===== src/rtl/acsp_pkg.sv =====
// ----------------------------------------------------------------------------
// acsp_pkg
// Shared types, constants and decode functions of the CSI sequence parser.
// ----------------------------------------------------------------------------
package acsp_pkg;

  // Parameter slots kept per sequence
  localparam int unsigned MAX_PARAMS = 8;
  localparam int unsigned IDX_W      = $clog2(MAX_PARAMS);
  localparam int unsigned PCNT_W     = $clog2(MAX_PARAMS + 1);

  // Command codes reported on completion
  typedef enum logic [3:0] {
    CMD_UP      = 4'd0,
    CMD_DOWN    = 4'd1,
    CMD_FWD     = 4'd2,
    CMD_BACK    = 4'd3,
    CMD_POS     = 4'd4,
    CMD_ERASE_D = 4'd5,
    CMD_ERASE_L = 4'd6,
    CMD_COLUMN  = 4'd7,
    CMD_ATTR    = 4'd8,
    CMD_MODE    = 4'd9,
    CMD_UNKNOWN = 4'd10
  } acsp_code_e;

  // Characters of interest
  localparam logic [7:0] CHAR_ESC      = 8'h1B;
  localparam logic [7:0] CHAR_LBRACKET = 8'h5B;
  localparam logic [7:0] CHAR_EQUAL    = 8'h3D;
  localparam logic [7:0] CHAR_SEMI     = 8'h3B;
  localparam logic [7:0] CHAR_ZERO     = 8'h30;
  localparam logic [7:0] CHAR_NINE     = 8'h39;
  localparam logic [7:0] CHAR_H_LOWER  = 8'h68;

  // Attribute word layout
  localparam logic [15:0] ATTR_BOLD      = 16'h0100;
  localparam logic [15:0] ATTR_UNDERLINE = 16'h0200;
  localparam logic [15:0] ATTR_REVERSE   = 16'h0400;
  localparam logic [15:0] FG_KEEP        = 16'hFFF0;
  localparam logic [15:0] BG_KEEP        = 16'hFF0F;

  // SGR parameter values
  localparam logic [7:0] SGR_BOLD     = 8'd1;
  localparam logic [7:0] SGR_UNDER    = 8'd4;
  localparam logic [7:0] SGR_REVERSE  = 8'd7;
  localparam logic [7:0] SGR_FG_LO    = 8'd30;
  localparam logic [7:0] SGR_FG_HI    = 8'd37;
  localparam logic [7:0] SGR_BG_LO    = 8'd40;
  localparam logic [7:0] SGR_BG_HI    = 8'd47;
  localparam logic [7:0] SGR_NO_BOLD  = 8'd101;
  localparam logic [7:0] SGR_NO_UNDER = 8'd104;
  localparam logic [7:0] SGR_NO_REV   = 8'd107;
  localparam logic [7:0] SGR_FG_DEF   = 8'd130;
  localparam logic [7:0] SGR_BG_DEF   = 8'd140;
  // Offsets that turn a color parameter into code 8 + n
  localparam logic [7:0] SGR_FG_BIAS  = 8'd22;
  localparam logic [7:0] SGR_BG_BIAS  = 8'd32;

  // Controller to datapath
  typedef struct packed {
    logic       clear_params;
    logic       start_num;
    logic       add_digit;
    logic       latch_fin;
    acsp_code_e fin_code;
    logic       sgr_clear;
    logic       sgr_step;
    logic       load_out;
  } acsp_cmd_t;

  // Datapath to controller
  typedef struct packed {
    logic       is_esc;
    logic       is_lbracket;
    logic       is_equal;
    logic       is_semi;
    logic       is_h;
    logic       is_digit;
    acsp_code_e code;
    logic       has_params;
    logic       params_full;
    logic       first_zero;
    logic       sgr_last;
    logic       out_free;
  } acsp_stat_t;

  function automatic acsp_code_e lookup_code(input logic [7:0] b);
    acsp_code_e c;
    case (b)
      "A":     c = CMD_UP;
      "B":     c = CMD_DOWN;
      "C":     c = CMD_FWD;
      "D":     c = CMD_BACK;
      "H":     c = CMD_POS;
      "f":     c = CMD_POS;
      "J":     c = CMD_ERASE_D;
      "K":     c = CMD_ERASE_L;
      "G":     c = CMD_COLUMN;
      "m":     c = CMD_ATTR;
      "h":     c = CMD_MODE;
      default: c = CMD_UNKNOWN;
    endcase
    return c;
  endfunction

  // Apply one SGR parameter to the attribute word
  function automatic logic [15:0] sgr_apply(input logic [15:0] attr, input logic [7:0] p);
    logic [15:0] a;
    a = attr;
    if (p == SGR_BOLD) begin
      a = a | ATTR_BOLD;
    end else if (p == SGR_UNDER) begin
      a = a | ATTR_UNDERLINE;
    end else if (p == SGR_REVERSE) begin
      a = a | ATTR_REVERSE;
    end else if (p inside {[SGR_FG_LO:SGR_FG_HI]}) begin
      a = (a & FG_KEEP) | {12'h000, 4'(p - SGR_FG_BIAS)};
    end else if (p inside {[SGR_BG_LO:SGR_BG_HI]}) begin
      a = (a & BG_KEEP) | {8'h00, 4'(p - SGR_BG_BIAS), 4'h0};
    end else if (p == SGR_NO_BOLD) begin
      a = a & ~ATTR_BOLD;
    end else if (p == SGR_NO_UNDER) begin
      a = a & ~ATTR_UNDERLINE;
    end else if (p == SGR_NO_REV) begin
      a = a & ~ATTR_REVERSE;
    end else if (p == SGR_FG_DEF) begin
      a = a & FG_KEEP;
    end else if (p == SGR_BG_DEF) begin
      a = a & BG_KEEP;
    end
    return a;
  endfunction

endpackage


===== src/rtl/ansi_csi_sequence_parser.sv =====
// ----------------------------------------------------------------------------
// ansi_csi_sequence_parser
// CSI escape sequence parser with SGR attribute tracking.
// ----------------------------------------------------------------------------
// The parser takes one terminal byte per input item and recognizes ESC [
// control sequences, including the ESC [ = n h screen-mode form. ESC always
// restarts a sequence and drops any sequence in progress. Decimal parameters
// go into up to MAX_PARAMS slots (each saturating, a digit that would pass
// 255 is ignored); semicolons are skipped; numbers beyond the last slot are
// read and discarded. The byte that ends a sequence produces one result item
// with the command code, the final character, the parameter count, the first
// two parameters and the attribute word. A final 'm' first updates the kept
// 16-bit attribute word per SGR rules (a first parameter of 0 clears it).
// Sequencing: a byte that does not end a sequence is simply accepted. A byte
// that ends a sequence is accepted, and then the result register is loaded as
// soon as it is free (empty, or its previous result being taken). A final 'm'
// puts the SGR walk between the two: it applies one parameter slot per cycle
// through a single update unit, one step per stored parameter (a single step
// when the word is cleared). The result register is separate from the parser,
// so bytes keep flowing while a result waits, until the next sequence
// completes.
// ----------------------------------------------------------------------------
module ansi_csi_sequence_parser import acsp_pkg::*; (
  input  logic        clk_i,
  input  logic        rst_ni,
  input  logic        in_valid_i,
  output logic        in_ready_o,
  input  logic [7:0]  byte_in_i,
  output logic        out_valid_o,
  input  logic        out_ready_i,
  output logic [3:0]  command_o,
  output logic [7:0]  final_char_o,
  output logic [3:0]  param_count_o,
  output logic [7:0]  first_param_o,
  output logic [7:0]  second_param_o,
  output logic [15:0] attribute_o
);

  acsp_cmd_t  cmd;
  acsp_stat_t stat;

  // Recognizer and sequencer: decides what each accepted byte does
  acsp_ctrl u_ctrl (
    .clk_i      (clk_i),
    .rst_ni     (rst_ni),
    .in_valid_i (in_valid_i),
    .in_ready_o (in_ready_o),
    .stat_i     (stat),
    .cmd_o      (cmd)
  );

  // Storage: parameter slots, attribute word, result register
  acsp_dp u_dp (
    .clk_i          (clk_i),
    .rst_ni         (rst_ni),
    .byte_in_i      (byte_in_i),
    .cmd_i          (cmd),
    .stat_o         (stat),
    .out_valid_o    (out_valid_o),
    .out_ready_i    (out_ready_i),
    .command_o      (command_o),
    .final_char_o   (final_char_o),
    .param_count_o  (param_count_o),
    .first_param_o  (first_param_o),
    .second_param_o (second_param_o),
    .attribute_o    (attribute_o)
  );

`ifndef ASSERT_OFF
  // An SGR result whose first parameter is zero carries a cleared word
  a_sgr_clear: assert property (@(posedge clk_i) disable iff (!rst_ni)
    (out_valid_o && command_o == CMD_ATTR && first_param_o == 8'd0)
      |-> attribute_o == 16'h0000)
    else $error("SGR with zero first parameter left attribute set");

  // A single collected parameter leaves the second one at zero
  a_one_param: assert property (@(posedge clk_i) disable iff (!rst_ni)
    (out_valid_o && param_count_o == 4'd1) |-> second_param_o == 8'd0)
    else $error("second parameter set with only one collected");

  // A new result is only loaded while input is held off
  a_load_busy: assert property (@(posedge clk_i) disable iff (!rst_ni)
    $rose(out_valid_o) |-> !$past(in_ready_o))
    else $error("result loaded while input was open");
`endif

endmodule


===== src/rtl/acsp_ctrl.sv =====
// ----------------------------------------------------------------------------
// acsp_ctrl
// Sequence recognizer and step sequencer of the CSI sequence parser.
// ----------------------------------------------------------------------------
module acsp_ctrl import acsp_pkg::*; (
  input  logic       clk_i,
  input  logic       rst_ni,
  input  logic       in_valid_i,
  output logic       in_ready_o,
  input  acsp_stat_t stat_i,
  output acsp_cmd_t  cmd_o
);

  typedef enum logic [1:0] {
    SEQ_IDLE,
    SEQ_SGR,
    SEQ_EMIT
  } seq_e;

  typedef enum logic [2:0] {
    PS_IDLE,
    PS_ESC,
    PS_BRACKET,
    PS_EQUAL,
    PS_NUM,
    PS_NUM_DROP
  } parse_e;

  seq_e       seq_q, seq_d;
  parse_e     parse_q, parse_d;
  parse_e     saved_q, saved_d;
  parse_e     coll_st;
  logic       collect;
  acsp_code_e fin_code;

  always_comb begin
    seq_d    = seq_q;
    parse_d  = parse_q;
    saved_d  = saved_q;
    cmd_o    = '0;
    cmd_o.fin_code = CMD_UNKNOWN;
    collect  = 1'b0;
    coll_st  = PS_BRACKET;
    fin_code = CMD_UNKNOWN;
    case (seq_q)
      SEQ_IDLE: begin
        if (in_valid_i) begin
          if (stat_i.is_esc) begin
            parse_d = PS_ESC;
            saved_d = PS_IDLE;
            cmd_o.clear_params = 1'b1;
          end else begin
            case (parse_q)
              PS_ESC: begin
                parse_d = stat_i.is_lbracket ? PS_BRACKET : PS_IDLE;
              end
              PS_BRACKET, PS_EQUAL: begin
                collect = 1'b1;
                coll_st = parse_q;
              end
              PS_NUM, PS_NUM_DROP: begin
                if (stat_i.is_digit) begin
                  if (parse_q == PS_NUM) begin
                    cmd_o.add_digit = 1'b1;
                  end
                end else begin
                  // number ends: handle the byte in the state before it
                  collect = 1'b1;
                  coll_st = (saved_q == PS_EQUAL) ? PS_EQUAL : PS_BRACKET;
                  saved_d = PS_IDLE;
                end
              end
              default: begin
                parse_d = PS_IDLE;
              end
            endcase
            if (collect) begin
              if (stat_i.is_digit) begin
                saved_d = coll_st;
                if (!stat_i.params_full) begin
                  cmd_o.start_num = 1'b1;
                  parse_d = PS_NUM;
                end else begin
                  parse_d = PS_NUM_DROP;
                end
              end else if (stat_i.is_semi) begin
                parse_d = coll_st;
              end else if (coll_st == PS_BRACKET && stat_i.is_equal) begin
                parse_d = PS_EQUAL;
              end else begin
                if (coll_st == PS_BRACKET) begin
                  fin_code = stat_i.code;
                end else if (stat_i.has_params && stat_i.is_h) begin
                  fin_code = CMD_MODE;
                end
                parse_d = PS_IDLE;
                saved_d = PS_IDLE;
                cmd_o.latch_fin = 1'b1;
                cmd_o.fin_code  = fin_code;
                seq_d = (fin_code == CMD_ATTR) ? SEQ_SGR : SEQ_EMIT;
              end
            end
          end
        end
      end
      SEQ_SGR: begin
        if (stat_i.first_zero) begin
          cmd_o.sgr_clear = 1'b1;
          seq_d = SEQ_EMIT;
        end else begin
          cmd_o.sgr_step = 1'b1;
          if (stat_i.sgr_last) begin
            seq_d = SEQ_EMIT;
          end
        end
      end
      SEQ_EMIT: begin
        if (stat_i.out_free) begin
          cmd_o.load_out = 1'b1;
          seq_d = SEQ_IDLE;
        end
      end
      default: begin
        seq_d = SEQ_IDLE;
      end
    endcase
  end

  always_ff @(posedge clk_i or negedge rst_ni) begin
    if (!rst_ni) begin
      seq_q   <= SEQ_IDLE;
      parse_q <= PS_IDLE;
      saved_q <= PS_IDLE;
    end else begin
      seq_q   <= seq_d;
      parse_q <= parse_d;
      saved_q <= saved_d;
    end
  end

  assign in_ready_o = (seq_q == SEQ_IDLE);

endmodule


===== src/rtl/acsp_dp.sv =====
// ----------------------------------------------------------------------------
// acsp_dp
// Parameter slots, attribute word and result register of the CSI parser.
// ----------------------------------------------------------------------------
module acsp_dp import acsp_pkg::*; (
  input  logic        clk_i,
  input  logic        rst_ni,
  input  logic [7:0]  byte_in_i,
  input  acsp_cmd_t   cmd_i,
  output acsp_stat_t  stat_o,
  output logic        out_valid_o,
  input  logic        out_ready_i,
  output logic [3:0]  command_o,
  output logic [7:0]  final_char_o,
  output logic [3:0]  param_count_o,
  output logic [7:0]  first_param_o,
  output logic [7:0]  second_param_o,
  output logic [15:0] attribute_o
);

  logic [7:0]        slot_q [MAX_PARAMS];
  logic [PCNT_W-1:0] total_q;
  logic [7:0]        cur_q;
  logic [15:0]       attr_q;
  logic [IDX_W-1:0]  idx_q;
  acsp_code_e        fin_code_q;
  logic [7:0]        fin_char_q;
  logic              out_valid_q;

  logic [3:0]        dig;
  logic [11:0]       grown;
  logic              fits;
  logic [IDX_W-1:0]  wr_idx;
  logic              out_free;

  assign dig    = 4'(byte_in_i - CHAR_ZERO);
  // cur * 10 + digit
  assign grown  = {1'b0, cur_q, 3'b000} + {3'b000, cur_q, 1'b0} + {8'h00, dig};
  assign fits   = (grown <= 12'd255);
  assign wr_idx = IDX_W'(total_q - PCNT_W'(1));
  assign out_free = !out_valid_q || out_ready_i;

  always_comb begin
    stat_o.is_esc      = (byte_in_i == CHAR_ESC);
    stat_o.is_lbracket = (byte_in_i == CHAR_LBRACKET);
    stat_o.is_equal    = (byte_in_i == CHAR_EQUAL);
    stat_o.is_semi     = (byte_in_i == CHAR_SEMI);
    stat_o.is_h        = (byte_in_i == CHAR_H_LOWER);
    stat_o.is_digit    = (byte_in_i inside {[CHAR_ZERO:CHAR_NINE]});
    stat_o.code        = lookup_code(byte_in_i);
    stat_o.has_params  = (total_q != '0);
    stat_o.params_full = (total_q == PCNT_W'(MAX_PARAMS));
    stat_o.first_zero  = (slot_q[0] == 8'd0);
    stat_o.sgr_last    = ((PCNT_W'(idx_q) + PCNT_W'(1)) == total_q);
    stat_o.out_free    = out_free;
  end

  // Parameter slots, count and attribute word
  always_ff @(posedge clk_i or negedge rst_ni) begin
    if (!rst_ni) begin
      for (int i = 0; i < MAX_PARAMS; i++) begin
        slot_q[i] <= 8'd0;
      end
      total_q     <= '0;
      attr_q      <= 16'h0000;
      out_valid_q <= 1'b0;
    end else begin
      if (cmd_i.clear_params) begin
        for (int i = 0; i < MAX_PARAMS; i++) begin
          slot_q[i] <= 8'd0;
        end
        total_q <= '0;
      end else if (cmd_i.start_num) begin
        slot_q[total_q[IDX_W-1:0]] <= {4'h0, dig};
        total_q <= total_q + PCNT_W'(1);
      end else if (cmd_i.add_digit && fits) begin
        slot_q[wr_idx] <= grown[7:0];
      end
      if (cmd_i.sgr_clear) begin
        attr_q <= 16'h0000;
      end else if (cmd_i.sgr_step) begin
        attr_q <= sgr_apply(attr_q, slot_q[idx_q]);
      end
      if (cmd_i.load_out) begin
        out_valid_q <= 1'b1;
      end else if (out_ready_i) begin
        out_valid_q <= 1'b0;
      end
    end
  end

  // Payload registers
  always_ff @(posedge clk_i) begin
    if (cmd_i.start_num) begin
      cur_q <= {4'h0, dig};
    end else if (cmd_i.add_digit && fits) begin
      cur_q <= grown[7:0];
    end
    if (cmd_i.latch_fin) begin
      fin_code_q <= cmd_i.fin_code;
      fin_char_q <= byte_in_i;
      idx_q      <= '0;
    end else if (cmd_i.sgr_step) begin
      idx_q <= idx_q + IDX_W'(1);
    end
    if (cmd_i.load_out) begin
      command_o      <= fin_code_q;
      final_char_o   <= fin_char_q;
      param_count_o  <= 4'(total_q);
      first_param_o  <= slot_q[0];
      second_param_o <= slot_q[1];
      attribute_o    <= attr_q;
    end
  end

  assign out_valid_o = out_valid_q;

endmodule

===== config.mk =====
export PLATFORM = sky130hd
export DESIGN_NAME = ansi_csi_sequence_parser
export DESIGN_NICKNAME = d
export VERILOG_FILES = /design/src/rtl/acsp_pkg.sv /design/src/rtl/ansi_csi_sequence_parser.sv /design/src/rtl/acsp_ctrl.sv /design/src/rtl/acsp_dp.sv
export SDC_FILE = /design/constraint.sdc
export NUM_CORES = 1
export LEC_CHECK = 0
export BUFFER_PORTS_ARGS = -buffer_cell sky130_fd_sc_hd__buf_2
export CORE_MARGIN = 8
export CORE_UTILIZATION = 45
export DETAILED_ROUTE_END_ITERATION = 10
export PLACE_DENSITY_LB_ADDON = 0.08
export RECOVER_POWER = 100
export SETUP_SLACK_MARGIN = 0.1
export SYNTH_ARGS = -nofsm -noshare
export SYNTH_HDL_FRONTEND = slang
export SYNTH_SLANG_ARGS = --single-unit

===== constraint.sdc =====
create_clock -name clk_i -period 4 [get_ports clk_i]
set_input_delay 0.6 -clock clk_i [delete_from_list [all_inputs] [get_ports clk_i]]
set_output_delay 0.6 -clock clk_i [all_outputs]
set_load 0.01 [all_outputs]

==> results of run 1 <==
==> synthesized netlist by cell type, drive strengths merged, types with 3 or more instances <==
library cell    n  area, sq um
o21a            3         22.5
o31ai          60          450
buf            21          131
and2            7         43.8
a21oi          19         98.9
nor2           52          198
nand2         114          430
and3           17          106
nand2b          9         56.3
a22oi          10         75.1
and4            3         26.3
nand4          12         75.1
nand3          10         50.1
xor2            6         52.6
dfrtp          88         2200
o21bai          3         22.5
clkbuf         29          109
a32o            6         60.1
mux2i          27          283
nor4           10         68.8
mux4            6          139
nor3b           4         41.3
edfxtp         59         1770
a22o            6         52.6
a21o            4         30.0
xnor2          10         87.6
nor2b          11         68.8
o21ai          28          151
inv            17         63.8
mux2            6         71.3
or4             5         37.5
a221oi          7         61.3
o22ai           3         18.8
nor3           18         90.1
a31oi          24          150
ha             19          238
dfxtp           7          140
==> metal layers <==
layer  global-route usage (%)  vias to the layer above
met5                        0                        -
met2                     31.5                      246
met1                     26.9                     3089
li1                         -                     2983
met3                     3.84                       35
met4                     7.95                        0
==> power groups by stage <==
| stage | sequential, W | combinational, W | clock (W) |
|---|---|---|---|
| CTS | 0.00171 | 0.000325 | 0.00157 |
| global placement | 0.00174 | 0.000318 | 0 |
| global route | 0.00172 | 0.000344 | 0.00164 |
| finish | 0.00172 | 0.000311 | 0.00155 |
| detailed placement | 0.00175 | 0.000324 | 0 |
| floorplan | 0.00175 | 0.000191 | 0 |
==> through the flow <==
step / area, sq um / cells / hold WS [ns] / setup WS (ns)
2_1_floorplan: 8080 / 772 / 0.304 / 0.179
3_3_place_gp: 8650 / 1036 / 0.400 / 0.467
3_5_place_dp: 8650 / 1036 / 0.405 / 0.352
4_1_cts: 9210 / 1068 / 0.217 / 0.431
5_1_grt: 9080 / 1068 / 0.432 / 0.105
6_report: 9080 / 1068 / 0.417 / 0.319
==> logic make-up after synthesis <==
group	after synthesis	synth area share, %
simple gates	279	16.7
compound gates	190	17.0
flops	154	51.1
buf+inv	68	3.82
mux	39	6.12
fa+ha+maj	21	3.45
xor+xnor	16	1.74
other cells	1	0.0465
==> path summary, 6_finish.rpt <==
kind,endpoint,cells after the start,slack [ns]
worst max-delay path,u_dp.attr_q[1],12,0.32
min in group asynchronous,u_dp.total_q[2],1,1.02
worst min register to register,u_dp.command_o[1],0,0.42
worst max register to register,u_dp.attr_q[1],12,0.32
max in group asynchronous,u_dp.slot_q[11],2,0.88
worst min-delay path,u_dp.command_o[1],0,0.42
==> registers in the layout, summed over array words and instances (netlist names) <==
signal	count
u_ctrl.saved_q	3
u_dp.final_char_o	8
u_dp.param_count_o	4
u_dp.cur_q	8
u_dp.fin_code_q	4
u_dp.out_valid_o	1
u_dp.first_param_o	8
u_dp.fin_char_q	8
u_ctrl.parse_q	3
u_dp.attr_q	11
u_dp.second_param_o	8
u_dp.total_q	4
u_ctrl.seq_q	2
u_dp.slot_q	64
u_dp.idx_q	3
u_dp.attribute_o	11
u_dp.command_o	4
==> cell type report <==
type / instances / area share (%)
tap: 229 / 3.15
clock inverter: 9 / 1.02
inverter: 18 / 0.744
clock buffer: 23 / 5.17
timing repair buffer: 85 / 4.44
multi-input combinational: 550 / 40.2
sequential: 154 / 45.3
==> impl_metrics.yaml, run 1 <==
grt:
  grt_pass1_vias: 6342
  grt_usage_pct: 20.0
  grt_max_degree: 49
  grt_pass1_wl_mm: 34.9
  gr-total-overflow: 0
  antenna_found_initial: 0
timing:
  setup-violations-final: 0
  fmax_mhz: 272
  worstMarginPinSlew_ns: 2.69
  setup_tns_ns: 0
  skew_ns: 0.0101
  relSlewSlack_pct: -79.5
  rsz0062_at_grt: "no"
  drv_slew: 66
  finalCritPeriodShare_pct: 92.0
  timing.final.hold_violations: 0
  period_needed_ns: 3.68
clock_network:
  clockBufferDepth: 2
  clk_latency_ns: 0.43
  cts_tree: "done"
  h-tree-depth: 4
  clk_pin_slew_ns: 0.06
  cts.sinks: 154
  cts_buffers: 17
  ctsResizeCount: 0
  hold_buffers: 0
  root_buffer: "clkbuf_16"
  post-cts-setup-buffers: 0
setup_path:
  max_stage_delay_ns: 0.81
  cp.required_ns: 4.31
  path_delay_family: "compound AO/OA/AOI/OAI gates"
  worstPathCellList: "mux2i_1, a22o_1, or2_1, inv_1, ha_1, inv_1, a41oi_1, o211ai_2, nand2_2, a21oi_1, nor3b_4, mux2_1"
  timing.rr.start: "u_dp.idx_q[0]"
  end_kind: "flop"
  crit_start: "u_dp.idx_q[0]"
  critical_path_buf_inv_count: 2
  worst_path_max_delay_cell: "dfxtp_1"
  worstSetupPathType: "reg -> reg"
  cp.arrival_ns: 3.99
  crit_top_cell: "inv_1"
  critPathLaunchType: "flop"
  crit_fanout: 13
drt:
  drc: 0
  vias: 6353
  routed_via_density: 5.95
  dr.pass1.iters: 5
  drt_iter0_drc: 568
  wirelength_mm: 21.8
  final_antenna_net_count: 0
  met1_length_mm: 9.81
  routed.top_layer: "met4"
  wl_met3_mm: 1.47
  wl_met2_mm: 10.1
  routedWlPerCell_microns: 20.4
pwr:
  power_w: 0.00357
  pwr-share-comb_pct: 8.7
  p_per_area_nw_per_um2: 393
  p_int_w: 0.00267
  clock_power_share_pct: 43.3
  ir_worst_vdd_mv: 0.325
  swShare_pct: 25.2
  seqPwrFrac_pct: 48.0
  p_switching_w: 0.000900
  p_leak_nw: 3.77
floorplan:
  initial_core_util_pct: 45.3
  num_rows: 49
  coreArea_sq_um: 17800
  die_area_sq_um: 22400
  die_h_microns: 150
  die_w_microns: 150
  pin_count: 62
cells_and_area:
  areaGrowthSynthToFinish_pct: 12.8
  post-route-util_pct: 51.1
  most-common-layout-cells: "nand2_1, dfrtp_1, clkbuf_1, o31ai_1, edfxtp_1"
  num-nets-final: 859
  n_antenna_cell: 0
  seq_area_sq_um: 4110
  fillers: 1665
  drive_gt1_share_pct: 9.06
  final_common_cell: "nand2_1"
  multi_input_area_sq_um: 3650
synthesis:
  ys_async_sr_fraction_pct: 57.1
  ys.flop_type: "dfrtp_1"
  ys_types: 74
  syn_inst: 768
  seq_area_frac_synth_pct: 51.1
  ys_warn_count: 0
  syn_area_sq_um: 8060
  synth_edf_count: 59
  synth_seq_cells: 154
  syn_avg_cell_area_sq_um: 10.5
status:
  failed_checks: "capacitance limit, slew limit"
  status: "finished, violations left"
place:
  place.gp.congestion: 0.879
  io_buffers: 56
  place_hpwl_mm: 15.5
min_path:
  min_path_type: "reg -> reg"
  hp-start: "u_dp.fin_code_q[1]"
run:
  max-cap-violations: 2
Note: power is estimated with default switching activity, not from simulation.
==> run 2, diff against run 1 <==
--- a/config.mk
+++ b/config.mk
@@ -7,7 +7,7 @@
 export LEC_CHECK = 0
 export BUFFER_PORTS_ARGS = -buffer_cell sky130_fd_sc_hd__buf_2
 export CORE_MARGIN = 8
-export CORE_UTILIZATION = 45
+export CORE_UTILIZATION = 25
 export DETAILED_ROUTE_END_ITERATION = 10
 export PLACE_DENSITY_LB_ADDON = 0.08
 export RECOVER_POWER = 100
==> impl_metrics.yaml, run 2 (synthesis results as in run 1) <==
timing:
  worstMarginPinSlew_ns: 2.96
  setup-violations-final: 0
  rsz0062_at_grt: "no"
  drv_slew: 67
  timing.final.hold_violations: 0
  skew_ns: 0.0120
  relSlewSlack_pct: -97.7
  period_needed_ns: 3.71
  setup_tns_ns: 0
  finalCritPeriodShare_pct: 92.8
  fmax_mhz: 269
setup_path:
  rr_worst_depth: 11
  worstSetupPathType: "reg -> reg"
  critPathLaunchType: "flop"
  cp-endpoint: "u_dp.attr_q[9]"
  crit_fanout: 18
  cp.required_ns: 4.32
  crit_start: "u_dp.idx_q[0]"
  reg2reg_slack_ns: 0.29
  end_kind: "flop"
  regToRegEndpoint: "u_dp.attr_q[9]"
  timing.rr.start: "u_dp.idx_q[0]"
  cp.arrival_ns: 4.03
floorplan:
  initial_core_util_pct: 25.5
  die_h_microns: 196
  die_area_sq_um: 38200
  coreArea_sq_um: 31600
  num_rows: 65
  pin_count: 62
  die_w_microns: 196
pwr:
  power_w: 0.00367
  seqPwrFrac_pct: 46.7
  ir_worst_vdd_mv: 0.276
  pwr-share-comb_pct: 8.8
  clock_power_share_pct: 44.4
  swShare_pct: 26.9
  p_switching_w: 0.000988
  p_per_area_nw_per_um2: 393
  p_leak_nw: 3.80
  p_int_w: 0.00268
cells_and_area:
  drive_gt1_share_pct: 9.99
  n_antenna_cell: 0
  areaGrowthSynthToFinish_pct: 15.9
  final_common_cell: "nand2_1"
  multi_input_area_sq_um: 3640
  post-route-util_pct: 29.5
  fillers: 3313
  seq_area_sq_um: 4120
  most-common-layout-cells: "nand2_1, dfrtp_1, o31ai_1, edfxtp_1, clkbuf_1"
  largest_reg_flops: 64
  largest-register: "u_dp.slot_q"
  num-nets-final: 861
  reg_top3: "u_dp.slot_q: 64 flops, u_dp.attr_q: 11 flops, u_dp.attribute_o: 11 flops"
drt:
  drc: 0
  wirelength_mm: 25.1
  routed_via_density: 5.01
  routedWlPerCell_microns: 20.2
  drt_iter0_drc: 492
  dr.pass1.iters: 5
  final_antenna_net_count: 0
  vias: 6230
clock_network:
  cts_buffers: 17
  h-tree-depth: 4
  hold_buffers: 0
  root_buffer: "clkbuf_16"
  ctsResizeCount: 0
  cts_tree: "done"
  clockBufferDepth: 2
  clk_latency_ns: 0.44
  cts.sinks: 154
  post-cts-setup-buffers: 0
  clk_pin_slew_ns: 0.07
grt:
  grt_max_degree: 49
  grt_usage_pct: 13.3
  antenna_found_initial: 0
  grt_pass1_vias: 6307
  gr-total-overflow: 0
  grt_pass1_wl_mm: 39.1
min_path:
  min_path_type: "reg -> reg"
place:
  place_hpwl_mm: 18.2
  io_buffers: 56
  place.gp.congestion: 0.833
status:
  failed_checks: "capacitance limit, slew limit"
  status: "finished, violations left"
run:
  max-cap-violations: 2
[run 2: cell types whose count changed in the layout (fill, tap and decap cells not counted), sizes merged]
cell / before / now
inv: 18 / 28
clkbuf: 89 / 88
bufinv: 1 / 0
clkinvlp: 3 / 1
clkinv: 5 / 1
[run 2: critical path, cell delays in order, from the launching register on]
cell and delay (ns):
dfxtp_2 0.74, mux4_1 0.77, mux2i_4 0.39, inv_2 0.12, ha_1 0.23, inv_1 0.10, a41oi_1 0.07, o211ai_1 0.30
nand2_2 0.15, a311oi_4 0.37, o21ai_1 0.12, a32o_1 0.21
[run 2: layout make-up]
class                   count  share of cell area (%)
clock inverters            12                    1.19
inverters                  18                   0.724
flip-flops and latches    154                    44.1
well taps                 402                    5.39
repair buffers             87                    4.44
clock buffers              20                    5.15
multi-input cells         550                    39.0
[run 2: layer usage]
layer / wire (microns) / track usage [%] / up-vias
li1: - / - / 2987
met1: 12000 / 17.9 / 3060
met4: 412 / 4.21 / 0
met5: 0 / 0 / -
met2: 11600 / 21.2 / 165
met3: 1100 / 2.42 / 18
[run 2: metrics by stage]
step / worst slack (ns) / std cells / area [sq um] / hold slack (ns)
5_1_grt: 0.0675 / 1243 / 9330 / 0.422
2_1_floorplan: 0.179 / 772 / 8080 / 0.304
3_3_place_gp: 0.235 / 1211 / 8880 / 0.402
3_5_place_dp: 0.160 / 1211 / 8880 / 0.405
6_report: 0.287 / 1243 / 9330 / 0.418
4_1_cts: 0.366 / 1243 / 9470 / 0.228
[run 2: worst min-delay path by stage]
stage	start	endpoint	slack [ns]	cells after the start
2_1_floorplan	rst_ni	u_ctrl.parse_q[0]	0.30	0
3_3_place_gp	u_dp.fin_char_q[7]	u_dp.final_char_o[7]	0.40	0
3_5_place_dp	u_dp.fin_char_q[5]	u_dp.final_char_o[5]	0.41	0
4_1_cts	rst_ni	u_dp.total_q[2]	0.23	1
5_1_grt	u_dp.fin_char_q[5]	u_dp.final_char_o[5]	0.42	0
6_report	u_dp.fin_char_q[5]	u_dp.final_char_o[5]	0.42	0
[run 2: power by group through the flow]
stage	combinational [W]	clock [W]	sequential, W
final	0.000324	0.00163	0.00172
after global routing	0.000362	0.00174	0.00172
after CTS	0.000345	0.00169	0.00171
after detailed placement	0.000343	0	0.00175
after global placement	0.000343	0	0.00175
after floorplan	0.000191	0	0.00175
==> run 3, diff against run 2 <==
--- a/config.mk
+++ b/config.mk
@@ -5,7 +5,7 @@
 export SDC_FILE = /design/constraint.sdc
 export NUM_CORES = 1
 export LEC_CHECK = 0
-export BUFFER_PORTS_ARGS = -buffer_cell sky130_fd_sc_hd__buf_2
+export BUFFER_PORTS_ARGS = -buffer_cell sky130_fd_sc_hd__clkbuf_2
 export CORE_MARGIN = 8
 export CORE_UTILIZATION = 25
 export DETAILED_ROUTE_END_ITERATION = 10
==> impl_metrics.yaml, run 3 (synthesis results as in run 1) <==
floorplan:
  coreArea_sq_um: 31600
  die_area_sq_um: 38200
  die_h_microns: 196
  pin_count: 62
  die_w_microns: 196
  num_rows: 65
  initial_core_util_pct: 25.5
cells_and_area:
  multi_input_area_sq_um: 3650
  post-route-util_pct: 29.5
  seq_area_sq_um: 4120
  reg_top3: "u_dp.slot_q: 64 flops, u_dp.attr_q: 11 flops, u_dp.attribute_o: 11 flops"
  num-nets-final: 865
  most-common-layout-cells: "nand2_1, dfrtp_1, clkbuf_1, o31ai_1, edfxtp_1"
  n_antenna_cell: 0
  drive_gt1_share_pct: 10.2
  largest_reg_flops: 64
  largest-register: "u_dp.slot_q"
  final_common_cell: "nand2_1"
  fillers: 3294
  areaGrowthSynthToFinish_pct: 16.0
drt:
  wirelength_mm: 25.1
  drt_iter0_drc: 394
  routed_via_density: 5.03
  dr.pass1.iters: 5
  final_antenna_net_count: 0
  drc: 0
  routedWlPerCell_microns: 20.1
  vias: 6272
setup_path:
  worst_path_max_delay_cell: "clkbuf_1"
  worstPathCellList: "clkbuf_1, ha_1, ha_1, inv_1, fa_1, nor2b_1, o21ai_0, nand2b_1, a31oi_1, o2111a_1, a221oi_1, clkbuf_1, o31ai_1"
  worstSetupPathType: "in -> reg"
  max_stage_delay_ns: 0.57
  cp.arrival_ns: 3.91
  critical_path_buf_inv_count: 3
  cp.required_ns: 4.30
  path_delay_family: "compound AO/OA/AOI/OAI gates"
  crit_fanout: 12
  critPathLaunchType: "input port"
  end_kind: "flop"
clock_network:
  root_buffer: "clkbuf_16"
  cts_buffers: 17
  cts.sinks: 154
  clockBufferDepth: 2
  hold_buffers: 0
  clk_pin_slew_ns: 0.07
  ctsResizeCount: 0
  post-cts-setup-buffers: 0
  cts_tree: "done"
  h-tree-depth: 4
  clk_latency_ns: 0.43
pwr:
  ir_worst_vdd_mv: 0.277
  p_per_area_nw_per_um2: 389
  p_leak_nw: 3.81
grt:
  grt-busiest-layer: "met2"
  gr-total-overflow: 0
  grt_pass1_wl_mm: 39.0
  grt_pass1_vias: 6443
  antenna_found_initial: 0
  met3_usage_pct: 2.65
  grt.met2_usage_pct: 21.0
  grt_max_degree: 71
  use_met1_pct: 17.8
  grt_usage_pct: 13.3
timing:
  timing.final.hold_violations: 0
  rsz0062_at_grt: "no"
  relSlewSlack_pct: -30.2
  skew_ns: 0.0113
  drv_slew: 71
  setup-violations-final: 0
  worstMarginPinSlew_ns: 1.95
  period_needed_ns: 3.62
  finalCritPeriodShare_pct: 90.5
  setup_tns_ns: 0
  fmax_mhz: 276
min_path:
  min_path_type: "reg -> reg"
run:
  max-cap-violations: 1
status:
  failed_checks: "capacitance limit, slew limit"
  status: "finished, violations left"
place:
  io_buffers: 56
  place_hpwl_mm: 18.5
  place.gp.congestion: 0.844
## run 3: cell types whose count changed in the layout (fill, tap and decap cells not counted), moves of 3 or more
cell / change
clkbuf_1: +5
inv_6: -5
clkinv_4: +3
buf_2: -4
buf_4: +3
## run 3: area by class of cell
class	instances	share of cell area, %
clock buffers	19	4.85
clock inverters	13	1.43
inverters	18	0.723
multi-input cells	550	39.1
flip-flops and latches	154	44.0
well taps	402	5.38
repair buffers	91	4.50
## run 3: metal layers
metal	vias to the layer above	wire length [microns]
li1	2996	-
met5	-	0
met4	0	591
met1	3071	11800
met2	177	11500
met3	28	1160
## run 3: path summary, 6_finish.rpt
check | startpoint | to | slack [ns] | cells past startpoint
max in group asynchronous | rst_ni | u_dp.slot_q[39] | 1.50 | 2
max | byte_in_i[1] | u_dp.slot_q[14] | 0.38 | 13
min | u_dp.fin_code_q[1] | u_dp.command_o[1] | 0.42 | 0
min reg2reg | u_dp.fin_code_q[1] | u_dp.command_o[1] | 0.42 | 0
max reg2reg | u_dp.idx_q[1] | u_dp.attr_q[2] | 0.39 | 12
min in group asynchronous | rst_ni | u_dp.slot_q[3] | 0.71 | 1
## run 3: power breakdown
| part | switching, W | internal, W | total [W] |
|---|---|---|---|
| registers | 0.0000291 | 0.00169 | 0.00172 |
| clock network | 0.000697 | 0.000907 | 0.00160 |
| logic | 0.000228 | 0.0000904 | 0.000319 |
## run 3: worst register-to-register path, cell delays in order, from the launching register on
cell      delay, ns
dfxtp_1        0.77
nor2b_1        0.23
a22o_1         0.30
or2_1          0.36
inv_2          0.14
ha_1           0.17
inv_1          0.07
a41oi_1        0.31
o211ai_2       0.14
nand2_1        0.20
a21oi_2        0.09
nor3b_2        0.36
mux2_1         0.36
## run 3: per-stage QoR
stage	setup WS (ns)	instance area [sq um]	hold slack, ns	total power (W)	instances
after floorplan	0.179	8080	0.304	0.00194	772
after global placement	0.282	8910	0.404	0.00209	1215
after detailed placement	0.204	8910	0.405	0.00209	1215
after CTS	0.476	9500	0.366	0.00373	1247
after global routing	0.131	9340	0.432	0.00381	1247
final	0.382	9340	0.419	0.00364	1247
